$ cat src/hw/rtl/espd_pkg.sv
// Shared types and constants for the encoder period speed estimator.
// Holds the item structs, the register and kind codes, and the
// controller-to-datapath command and status structs. No dependencies.
package espd_pkg;

	localparam logic [1:0] KIND_BLIP  = 2'd0;
	localparam logic [1:0] KIND_CLEAR = 2'd1;

	localparam logic [1:0] REG_CIRCUMFERENCE = 2'd0;
	localparam logic [1:0] REG_BLIPS_PER_ROT = 2'd1;
	localparam logic [1:0] REG_WINDOW_SIZE   = 2'd2;

	localparam int QUO_W = 32;

	typedef struct packed {
		logic [1:0]  kind;
		logic [31:0] now_ms;
	} in_item_t;

	typedef struct packed {
		logic [31:0] speed;
		logic        window_full;
	} out_item_t;

	typedef struct packed {
		logic upd;
		logic cnt;
		logic sum;
		logic mul;
		logic init;
		logic step;
		logic out_load;
	} cmd_t;

	typedef struct packed {
		logic sum_done;
		logic early;
		logic div_last;
		logic out_free;
	} sts_t;

endpackage

$ cat src/hw/rtl/espd_ctrl.sv
// Controller state machine of the encoder period speed estimator.
// Sequences update, ring summing, multiply, serial divide and output load.
// Depends on espd_pkg for the command and status structs.
module espd_ctrl (
	input  logic             clk,
	input  logic             arst_n,
	input  logic             in_valid,
	output logic             in_stall,
	input  espd_pkg::sts_t   sts,
	output espd_pkg::cmd_t   cmd
);

	localparam logic [2:0] S_IDLE = 3'd0;
	localparam logic [2:0] S_UPD  = 3'd1;
	localparam logic [2:0] S_CNT  = 3'd2;
	localparam logic [2:0] S_SUM  = 3'd3;
	localparam logic [2:0] S_MUL  = 3'd4;
	localparam logic [2:0] S_INIT = 3'd5;
	localparam logic [2:0] S_DIV  = 3'd6;
	localparam logic [2:0] S_DONE = 3'd7;

	logic [2:0] state_q;
	logic [2:0] state_nxt;

	assign in_stall = (state_q != S_IDLE);

	always_comb begin
		state_nxt = state_q;
		cmd = '0;
		case (state_q)
			S_IDLE: begin
				if (in_valid) begin
					state_nxt = S_UPD;
				end
			end
			S_UPD: begin
				cmd.upd = 1'b1;
				state_nxt = S_CNT;
			end
			S_CNT: begin
				cmd.cnt = 1'b1;
				state_nxt = S_SUM;
			end
			S_SUM: begin
				cmd.sum = 1'b1;
				if (sts.sum_done) begin
					state_nxt = S_MUL;
				end
			end
			S_MUL: begin
				cmd.mul = 1'b1;
				state_nxt = S_INIT;
			end
			S_INIT: begin
				cmd.init = 1'b1;
				state_nxt = S_DIV;
			end
			S_DIV: begin
				if (sts.early) begin
					state_nxt = S_DONE;
				end else begin
					cmd.step = 1'b1;
					if (sts.div_last) begin
						state_nxt = S_DONE;
					end
				end
			end
			S_DONE: begin
				if (sts.out_free) begin
					cmd.out_load = 1'b1;
					state_nxt = S_IDLE;
				end
			end
			default: begin
				state_nxt = S_IDLE;
			end
		endcase
	end

	always_ff @(posedge clk or negedge arst_n) begin
		if (!arst_n) begin
			state_q <= S_IDLE;
		end else begin
			state_q <= state_nxt;
		end
	end

endmodule

$ cat src/hw/rtl/espd_dpath.sv
// Datapath of the encoder period speed estimator: configuration registers,
// interval ring memory, sum accumulator, multipliers, serial divider and
// output register. Depends on espd_pkg; driven by espd_ctrl.
module espd_dpath #(
	parameter int WINDOW = 16
) (
	input  logic                clk,
	input  logic                arst_n,
	input  logic                cfg_we,
	input  logic [1:0]          cfg_index,
	input  logic [31:0]         cfg_data,
	input  logic                in_valid,
	input  logic                in_stall,
	input  espd_pkg::in_item_t  in_item,
	output logic                out_valid,
	input  logic                out_stall,
	output espd_pkg::out_item_t out_item,
	input  espd_pkg::cmd_t      cmd,
	output espd_pkg::sts_t      sts
);

	localparam int IW = (WINDOW > 1) ? $clog2(WINDOW) : 1;
	localparam int CW = $clog2(WINDOW + 1);
	localparam int SW = 32 + CW;
	localparam int NW = 32 + CW;
	localparam int DW = 16 + SW;
	localparam int QW = espd_pkg::QUO_W;

	logic [31:0] circ_q;
	logic [15:0] bpr_q;
	logic [4:0]  win_size_q;

	logic [1:0]  kind_q;
	logic [31:0] now_q;

	logic [31:0] ring_mem [WINDOW];
	logic [IW-1:0] wr_idx_q;
	logic [31:0] last_blip_q;
	logic        full_q;

	logic [CW-1:0] w_eff;
	logic [CW-1:0] idx_eff;
	logic [CW-1:0] idx_inc;
	logic [CW-1:0] count_c;
	logic [CW-1:0] count_q;
	logic [CW-1:0] ptr_q;
	logic [31:0]   rd_data_s1;
	logic          rd_vld_s1;
	logic [SW-1:0] sum_q;
	logic [15:0]   bpr_eff;

	logic [NW-1:0] num_q;
	logic [DW-1:0] den_q;
	logic [DW-1:0] rem_q;
	logic [QW-1:0] quo_q;
	logic [4:0]    step_q;
	logic          zero_q;
	logic          sat_q;
	logic [DW:0]   trial;
	logic          ge;
	logic [DW:0]   diff;

	logic          out_valid_q;
	espd_pkg::out_item_t out_item_q;

	always_ff @(posedge clk or negedge arst_n) begin
		if (!arst_n) begin
			circ_q     <= 32'd0;
			bpr_q      <= 16'd1;
			win_size_q <= 5'd16;
		end else if (cfg_we) begin
			case (cfg_index)
				espd_pkg::REG_CIRCUMFERENCE: circ_q <= cfg_data;
				espd_pkg::REG_BLIPS_PER_ROT: bpr_q <= cfg_data[15:0];
				espd_pkg::REG_WINDOW_SIZE:   win_size_q <= cfg_data[4:0];
				default: ;
			endcase
		end
	end

	always_comb begin
		if (win_size_q == 5'd0) begin
			w_eff = CW'(1);
		end else if (32'(win_size_q) > 32'(WINDOW)) begin
			w_eff = CW'(WINDOW);
		end else begin
			w_eff = CW'(win_size_q);
		end
	end

	assign idx_eff = (CW'(wr_idx_q) >= w_eff) ? '0 : CW'(wr_idx_q);
	assign idx_inc = idx_eff + CW'(1);
	assign count_c = full_q ? w_eff : ((CW'(wr_idx_q) < w_eff) ? CW'(wr_idx_q) : w_eff);
	assign bpr_eff = (bpr_q == 16'd0) ? 16'd1 : bpr_q;

	always_ff @(posedge clk) begin
		if (in_valid && !in_stall) begin
			kind_q <= in_item.kind;
			now_q  <= in_item.now_ms;
		end
	end

	always_ff @(posedge clk or negedge arst_n) begin
		if (!arst_n) begin
			wr_idx_q    <= '0;
			last_blip_q <= 32'd0;
			full_q      <= 1'b0;
		end else if (cmd.upd) begin
			if (kind_q == espd_pkg::KIND_BLIP) begin
				last_blip_q <= now_q;
				if (idx_inc >= w_eff) begin
					wr_idx_q <= '0;
					full_q   <= 1'b1;
				end else begin
					wr_idx_q <= idx_inc[IW-1:0];
				end
			end else if (kind_q == espd_pkg::KIND_CLEAR) begin
				wr_idx_q <= '0;
				full_q   <= 1'b0;
			end
		end
	end

	always_ff @(posedge clk) begin
		if (cmd.upd && kind_q == espd_pkg::KIND_BLIP) begin
			ring_mem[idx_eff[IW-1:0]] <= now_q - last_blip_q;
		end
	end

	always_ff @(posedge clk) begin
		if (cmd.sum && ptr_q < count_q) begin
			rd_data_s1 <= ring_mem[ptr_q[IW-1:0]];
		end
	end

	always_ff @(posedge clk or negedge arst_n) begin
		if (!arst_n) begin
			rd_vld_s1 <= 1'b0;
		end else begin
			rd_vld_s1 <= cmd.sum && (ptr_q < count_q);
		end
	end

	always_ff @(posedge clk) begin
		if (cmd.cnt) begin
			count_q <= count_c;
			ptr_q   <= '0;
			sum_q   <= '0;
		end else if (cmd.sum) begin
			if (ptr_q < count_q) begin
				ptr_q <= ptr_q + CW'(1);
			end
			if (rd_vld_s1) begin
				sum_q <= sum_q + {{CW{1'b0}}, rd_data_s1};
			end
		end
	end

	assign sts.sum_done = (ptr_q == count_q) && !rd_vld_s1;

	always_ff @(posedge clk) begin
		if (cmd.mul) begin
			num_q <= {{CW{1'b0}}, circ_q} * {{32{1'b0}}, count_q};
			den_q <= {{SW{1'b0}}, bpr_eff} * {16'd0, sum_q};
		end
	end

	assign trial = {rem_q, quo_q[QW-1]};
	assign diff  = trial - {1'b0, den_q};
	assign ge    = (trial >= {1'b0, den_q});

	always_ff @(posedge clk) begin
		if (cmd.init) begin
			rem_q  <= {{(DW-CW){1'b0}}, num_q[NW-1:QW]};
			quo_q  <= num_q[QW-1:0];
			step_q <= 5'd0;
			zero_q <= (num_q == '0);
			sat_q  <= (den_q <= {{(DW-CW){1'b0}}, num_q[NW-1:QW]});
		end else if (cmd.step) begin
			rem_q  <= ge ? diff[DW-1:0] : trial[DW-1:0];
			quo_q  <= {quo_q[QW-2:0], ge};
			step_q <= step_q + 5'd1;
		end
	end

	assign sts.early    = zero_q || sat_q;
	assign sts.div_last = (step_q == 5'd31);

	always_ff @(posedge clk or negedge arst_n) begin
		if (!arst_n) begin
			out_valid_q <= 1'b0;
		end else if (cmd.out_load) begin
			out_valid_q <= 1'b1;
		end else if (!out_stall) begin
			out_valid_q <= 1'b0;
		end
	end

	always_ff @(posedge clk) begin
		if (cmd.out_load) begin
			out_item_q.window_full <= full_q;
			if (zero_q) begin
				out_item_q.speed <= 32'd0;
			end else if (sat_q) begin
				out_item_q.speed <= 32'hFFFF_FFFF;
			end else begin
				out_item_q.speed <= quo_q;
			end
		end
	end

	assign sts.out_free = !out_valid_q || !out_stall;
	assign out_valid    = out_valid_q;
	assign out_item     = out_item_q;

endmodule

$ cat src/hw/rtl/encoder_period_speed_estimator.sv
// An accepted item passes through the update, count, ring sum (one ring read per held
// interval, count being the number held, at most WINDOW), multiply, divider init, divide
// and output load states before out_valid rises. A zero or saturated result skips the
// 32-step serial divider. No new item is accepted until the result has been loaded into
// the output register, so a stalled result delays the next item.
// Reset clears the write index, last blip time and full flag and restores register defaults.
module encoder_period_speed_estimator #(
	parameter int WINDOW = 16
) (
	input  logic                clk,
	input  logic                arst_n,
	input  logic                cfg_we,
	input  logic [1:0]          cfg_index,
	input  logic [31:0]         cfg_data,
	input  logic                in_valid,
	output logic                in_stall,
	input  espd_pkg::in_item_t  in_item,
	output logic                out_valid,
	input  logic                out_stall,
	output espd_pkg::out_item_t out_item
);

	espd_pkg::cmd_t cmd;
	espd_pkg::sts_t sts;

	espd_ctrl u_ctrl (
		.clk      (clk),
		.arst_n   (arst_n),
		.in_valid (in_valid),
		.in_stall (in_stall),
		.sts      (sts),
		.cmd      (cmd)
	);

	espd_dpath #(
		.WINDOW (WINDOW)
	) u_dpath (
		.clk       (clk),
		.arst_n    (arst_n),
		.cfg_we    (cfg_we),
		.cfg_index (cfg_index),
		.cfg_data  (cfg_data),
		.in_valid  (in_valid),
		.in_stall  (in_stall),
		.in_item   (in_item),
		.out_valid (out_valid),
		.out_stall (out_stall),
		.out_item  (out_item),
		.cmd       (cmd),
		.sts       (sts)
	);

endmodule
$ cat config.mk
export PLATFORM = sky130hd
export DESIGN_NAME = encoder_period_speed_estimator
export DESIGN_NICKNAME = d
export VERILOG_FILES = /design/src/hw/rtl/espd_pkg.sv /design/src/hw/rtl/espd_ctrl.sv /design/src/hw/rtl/espd_dpath.sv /design/src/hw/rtl/encoder_period_speed_estimator.sv
export SDC_FILE = /design/constraint.sdc
export NUM_CORES = 2
export LEC_CHECK = 0
export BUFFER_PORTS_ARGS = -buffer_cell sky130_fd_sc_hd__buf_2
export CORE_MARGIN = 2
export CORE_UTILIZATION = 35
export DETAILED_ROUTE_END_ITERATION = 12
export GPL_TIMING_DRIVEN = 0
export PLACE_DENSITY_LB_ADDON = 0.15
export SYNTH_ARGS = -nofsm -noshare
export SYNTH_HDL_FRONTEND = slang
export SYNTH_SLANG_ARGS = --single-unit
$ cat constraint.sdc
create_clock -name clk -period 8.13 [get_ports clk]
set_input_delay 1.626 -clock clk [delete_from_list [all_inputs] [get_ports clk]]
set_output_delay 1.626 -clock clk [all_outputs]
set_load 0.02 [all_outputs]
==> flow_summary.json <==
{
  "status": "completed",
  "achievable-frequency_mhz": 129,
  "critical_path_class": "flip-flop to flip-flop",
  "startpoint_type": "flip-flop",
  "grt_max_degree": 59,
  "cts_htree_levels": 3,
  "start_util_pct": 35.2,
  "syn_area_per_cell_um2": 11.4,
  "syn_area_um2": 64200,
  "tritoncts": "yes",
  "boundaryPins": 108,
  "final_layout_size_suffix_gt1_share_pct": 11.1,
  "worstMarginPinSlew_ps": 1370,
  "fin_skew_ps": 39.7,
  "grt_pass1_wl_mm": 278,
  "min_period_ps": 7760,
  "first_global_vias": 43500,
  "firstDrtPassIters": 5,
  "worst_hold_path_type": "flip-flop to flip-flop",
  "finalWirelength_mm": 183,
  "wl_per_cell_um": 22.0,
  "core_area_um2": 183000,
  "synthToLayoutAreaGrowth_pct": 12.1,
  "clock_latency_ps": 750,
  "io_buffers": 107,
  "nNetsFinal": 6838,
  "synth_adder_area_share_pct": 24.3,
  "yosys.area_share.simple_pct": 11.3,
  "setup_ws_ps": 368,
  "dieArea_um2": 187000,
  "ys.warnings.count": 0,
  "slew_headroom_pct": 8.32,
  "grt_usage_pct": 19.8,
  "slowest_stage": "fa_1",
  "pre_cts_ws_ps": -664,
  "slowest_delay_ps": 590,
  "seq_area_frac_synth_pct": 41.5,
  "synth-edff-count": 745,
  "crit_top_cell": "fa_1",
  "grt.overflow.total": 0,
  "netlist_instances": 5618,
  "synth_seq_cells": 935,
  "vias": 42100,
  "die_h_um": 432,
  "clock_sinks": 935,
  "setup_viol": 0,
  "cts.clk_slew.worst_paths_ps": 60,
  "synth_ff_type": "edfxtp_1",
  "synth.most_common_cell": "nand2_1",
  "report.final.slew_viol_count": 0,
  "hold-worst-slack_ps": 471,
  "clock-root-buffer": "clkbuf_16",
  "synth_xor_xnor_area_share_pct": 2.74,
  "yosysTopAreaCell": "edfxtp_1",
  "postCtsSetupBuffers": 0,
  "crit_path_end_kind": "flip-flop",
  "rows": 157,
  "die_x_um": 432,
  "clockBufferDepth": 3,
  "multi_input_area_um2": 33800,
  "vias_per_cell": 5.05,
  "synthTopCellsByArea": "edfxtp_1, fa_1, ha_1",
  "hold_viol": 0,
  "drt-initial-drc-count": 2839,
  "synth_top_family_by_area": "adder cells",
  "finalCritPeriodShare_pct": 95.5,
  "ff_latch_area_um2": 26700,
  "cp_cell_sequence": "clkbuf_2 > clkbuf_2 > nand2_1 > fa_1 > inv_1 > fa_1 > fa_1 > fa_1 > fa_1 > inv_1 > fa_1 > inv_1 > ha_1 > a21o_1 > a21o_1 > a221o_1 > a221o_1 > a311oi_1 > a21boi_2 > o21ba_2 > o21ai_1 > a21o_1 > a21oi_1 > xnor2_1",
  "async_flop_share_pct": 10.2,
  "cts_buffers": 101,
  "antenna_found_initial": 6,
  "final_antenna_net_count": 0,
  "crit_fanout": 10,
  "synth_compound_area_share_pct": 7.21,
  "synth_mux_area_share_pct": 6.82,
  "drc": 0,
  "nFillCells": 17700,
  "tns_ps": 0,
  "required_ps": 8600,
  "synth.distinct_cells": 89,
  "synth_top_cells_by_count": "nand2_1, inv_1, edfxtp_1, fa_1, ha_1",
  "hpwl_mm": 141,
  "drv_cap": 0,
  "rsz0062_at_grt": "false",
  "synth.top_cell.area_share_pct": 34.8,
  "arrival_ps": 8230,
  "routabilityCongestion": 0.890,
  "syn_nets": 6588
}
==> sequential cells by signal, indices dropped and copies added (netlist names), 32 cells and up <==
| signal | cells |
|---|---|
| u_dpath.last_blip_q | 32 |
| u_dpath.rd_data_s1 | 32 |
| u_dpath.den_q | 53 |
| u_dpath.ring_mem | 512 |
| u_dpath.out_item | 33 |
| u_dpath.now_q | 32 |
| u_dpath.quo_q | 32 |
| u_dpath.rem_q | 53 |
| u_dpath.num_q | 37 |
| u_dpath.circ_q | 32 |
| u_dpath.sum_q | 37 |
==> timing repair <==
action | CTS | global route
resized for setup | 12 | 115
setup endpoints to repair | 17 | 13
hold buffers | 0 | 0
==> path summary, 6_finish.rpt <==
path                              startpoint                endpoint  slack (ps)  cells past startpoint
max                         u_dpath.bpr_q[7]       u_dpath.den_q[49]         370                     24
max in group asynchronous             arst_n  u_dpath.last_blip_q[1]        6420                      2
min in group asynchronous             arst_n       u_dpath.out_valid         950                      1
min                        u_dpath.rem_q[10]       u_dpath.rem_q[10]         470                      2
min reg2reg                u_dpath.rem_q[10]       u_dpath.rem_q[10]         470                      2
max reg2reg                 u_dpath.bpr_q[7]       u_dpath.den_q[49]         370                     24
==> layout make-up <==
cell class | instances | share of cell area (%)
Clock inverter | 48 | 0.827
Tap cell | 2385 | 4.14
Clock buffer | 135 | 3.83
Antenna cell | 1 | 0.00348
Buffer | 261 | 1.52
Multi-Input combinational cell | 3642 | 47.0
Inverter | 778 | 4.06
Sequential cell | 935 | 37.0
Timing Repair Buffer | 149 | 1.60
==> cells in the final DEF (no fill, tap or decap), drive strengths merged, types with 18 or more instances in the layout <==
cell type | Yosys | routed
nand2 | 812 | 812
inv | 778 | 778
edfxtp | 745 | 745
fa | 581 | 581
clkbuf | 229 | 362
ha | 316 | 316
and2 | 275 | 275
a21oi | 240 | 240
nor2 | 217 | 217
o21ai | 188 | 188
buf | 34 | 182
mux4 | 160 | 160
xnor2 | 129 | 129
a21o | 110 | 110
dfxtp | 95 | 95
dfrtp | 93 | 93
xor2 | 72 | 72
mux2 | 53 | 53
nor2b | 42 | 42
nand2b | 41 | 41
nand4 | 40 | 40
nand3 | 36 | 36
nor4 | 33 | 33
nor3 | 33 | 33
clkinv | 0 | 32
o21bai | 26 | 26
o21a | 24 | 24
mux2i | 18 | 18
and3 | 18 | 18
a211oi | 18 | 18
==> per-layer routing <==
layer  global-route usage [%]  routed length [µm]  vias up
met4                     5.15                4720        0
met1                     27.6               84300    21700
li1                         -                   -    19300
met5                        0                   0        -
met3                     2.57                7020      205
met2                     32.5               87200      851
==> cell families after synthesis <==
| kind of cell | Yosys count |
|---|---|
| mux | 231 |
| buf+inv | 1041 |
| flops | 935 |
| simple gates | 1584 |
| xor+xnor | 201 |
| fa+ha+maj | 897 |
| compound gates | 729 |
==> worst max-delay path, delay by kind of cell, from the launching register on <==
kind            cells  cell delay [ps]
fa+ha+maj           7             3460
compound gates     10             2350
buf+inv             5             1030
flops               1              410
simple gates        1              140
xor+xnor            1               90
==> metrics by stage <==
stage	std cells	utilization (%)	instance area, µm²
4_1_cts	8333	39.3	71800
6_report	8334	39.4	72000
3_5_place_dp	8150	37.5	68400
2_1_floorplan	5618	-	64200
5_1_grt	8333	39.4	72000
3_3_place_gp	8110	37.1	67800
Power is not shown: default switching activity piles up to over one toggle a cycle in this logic, so the estimate is an artifact.
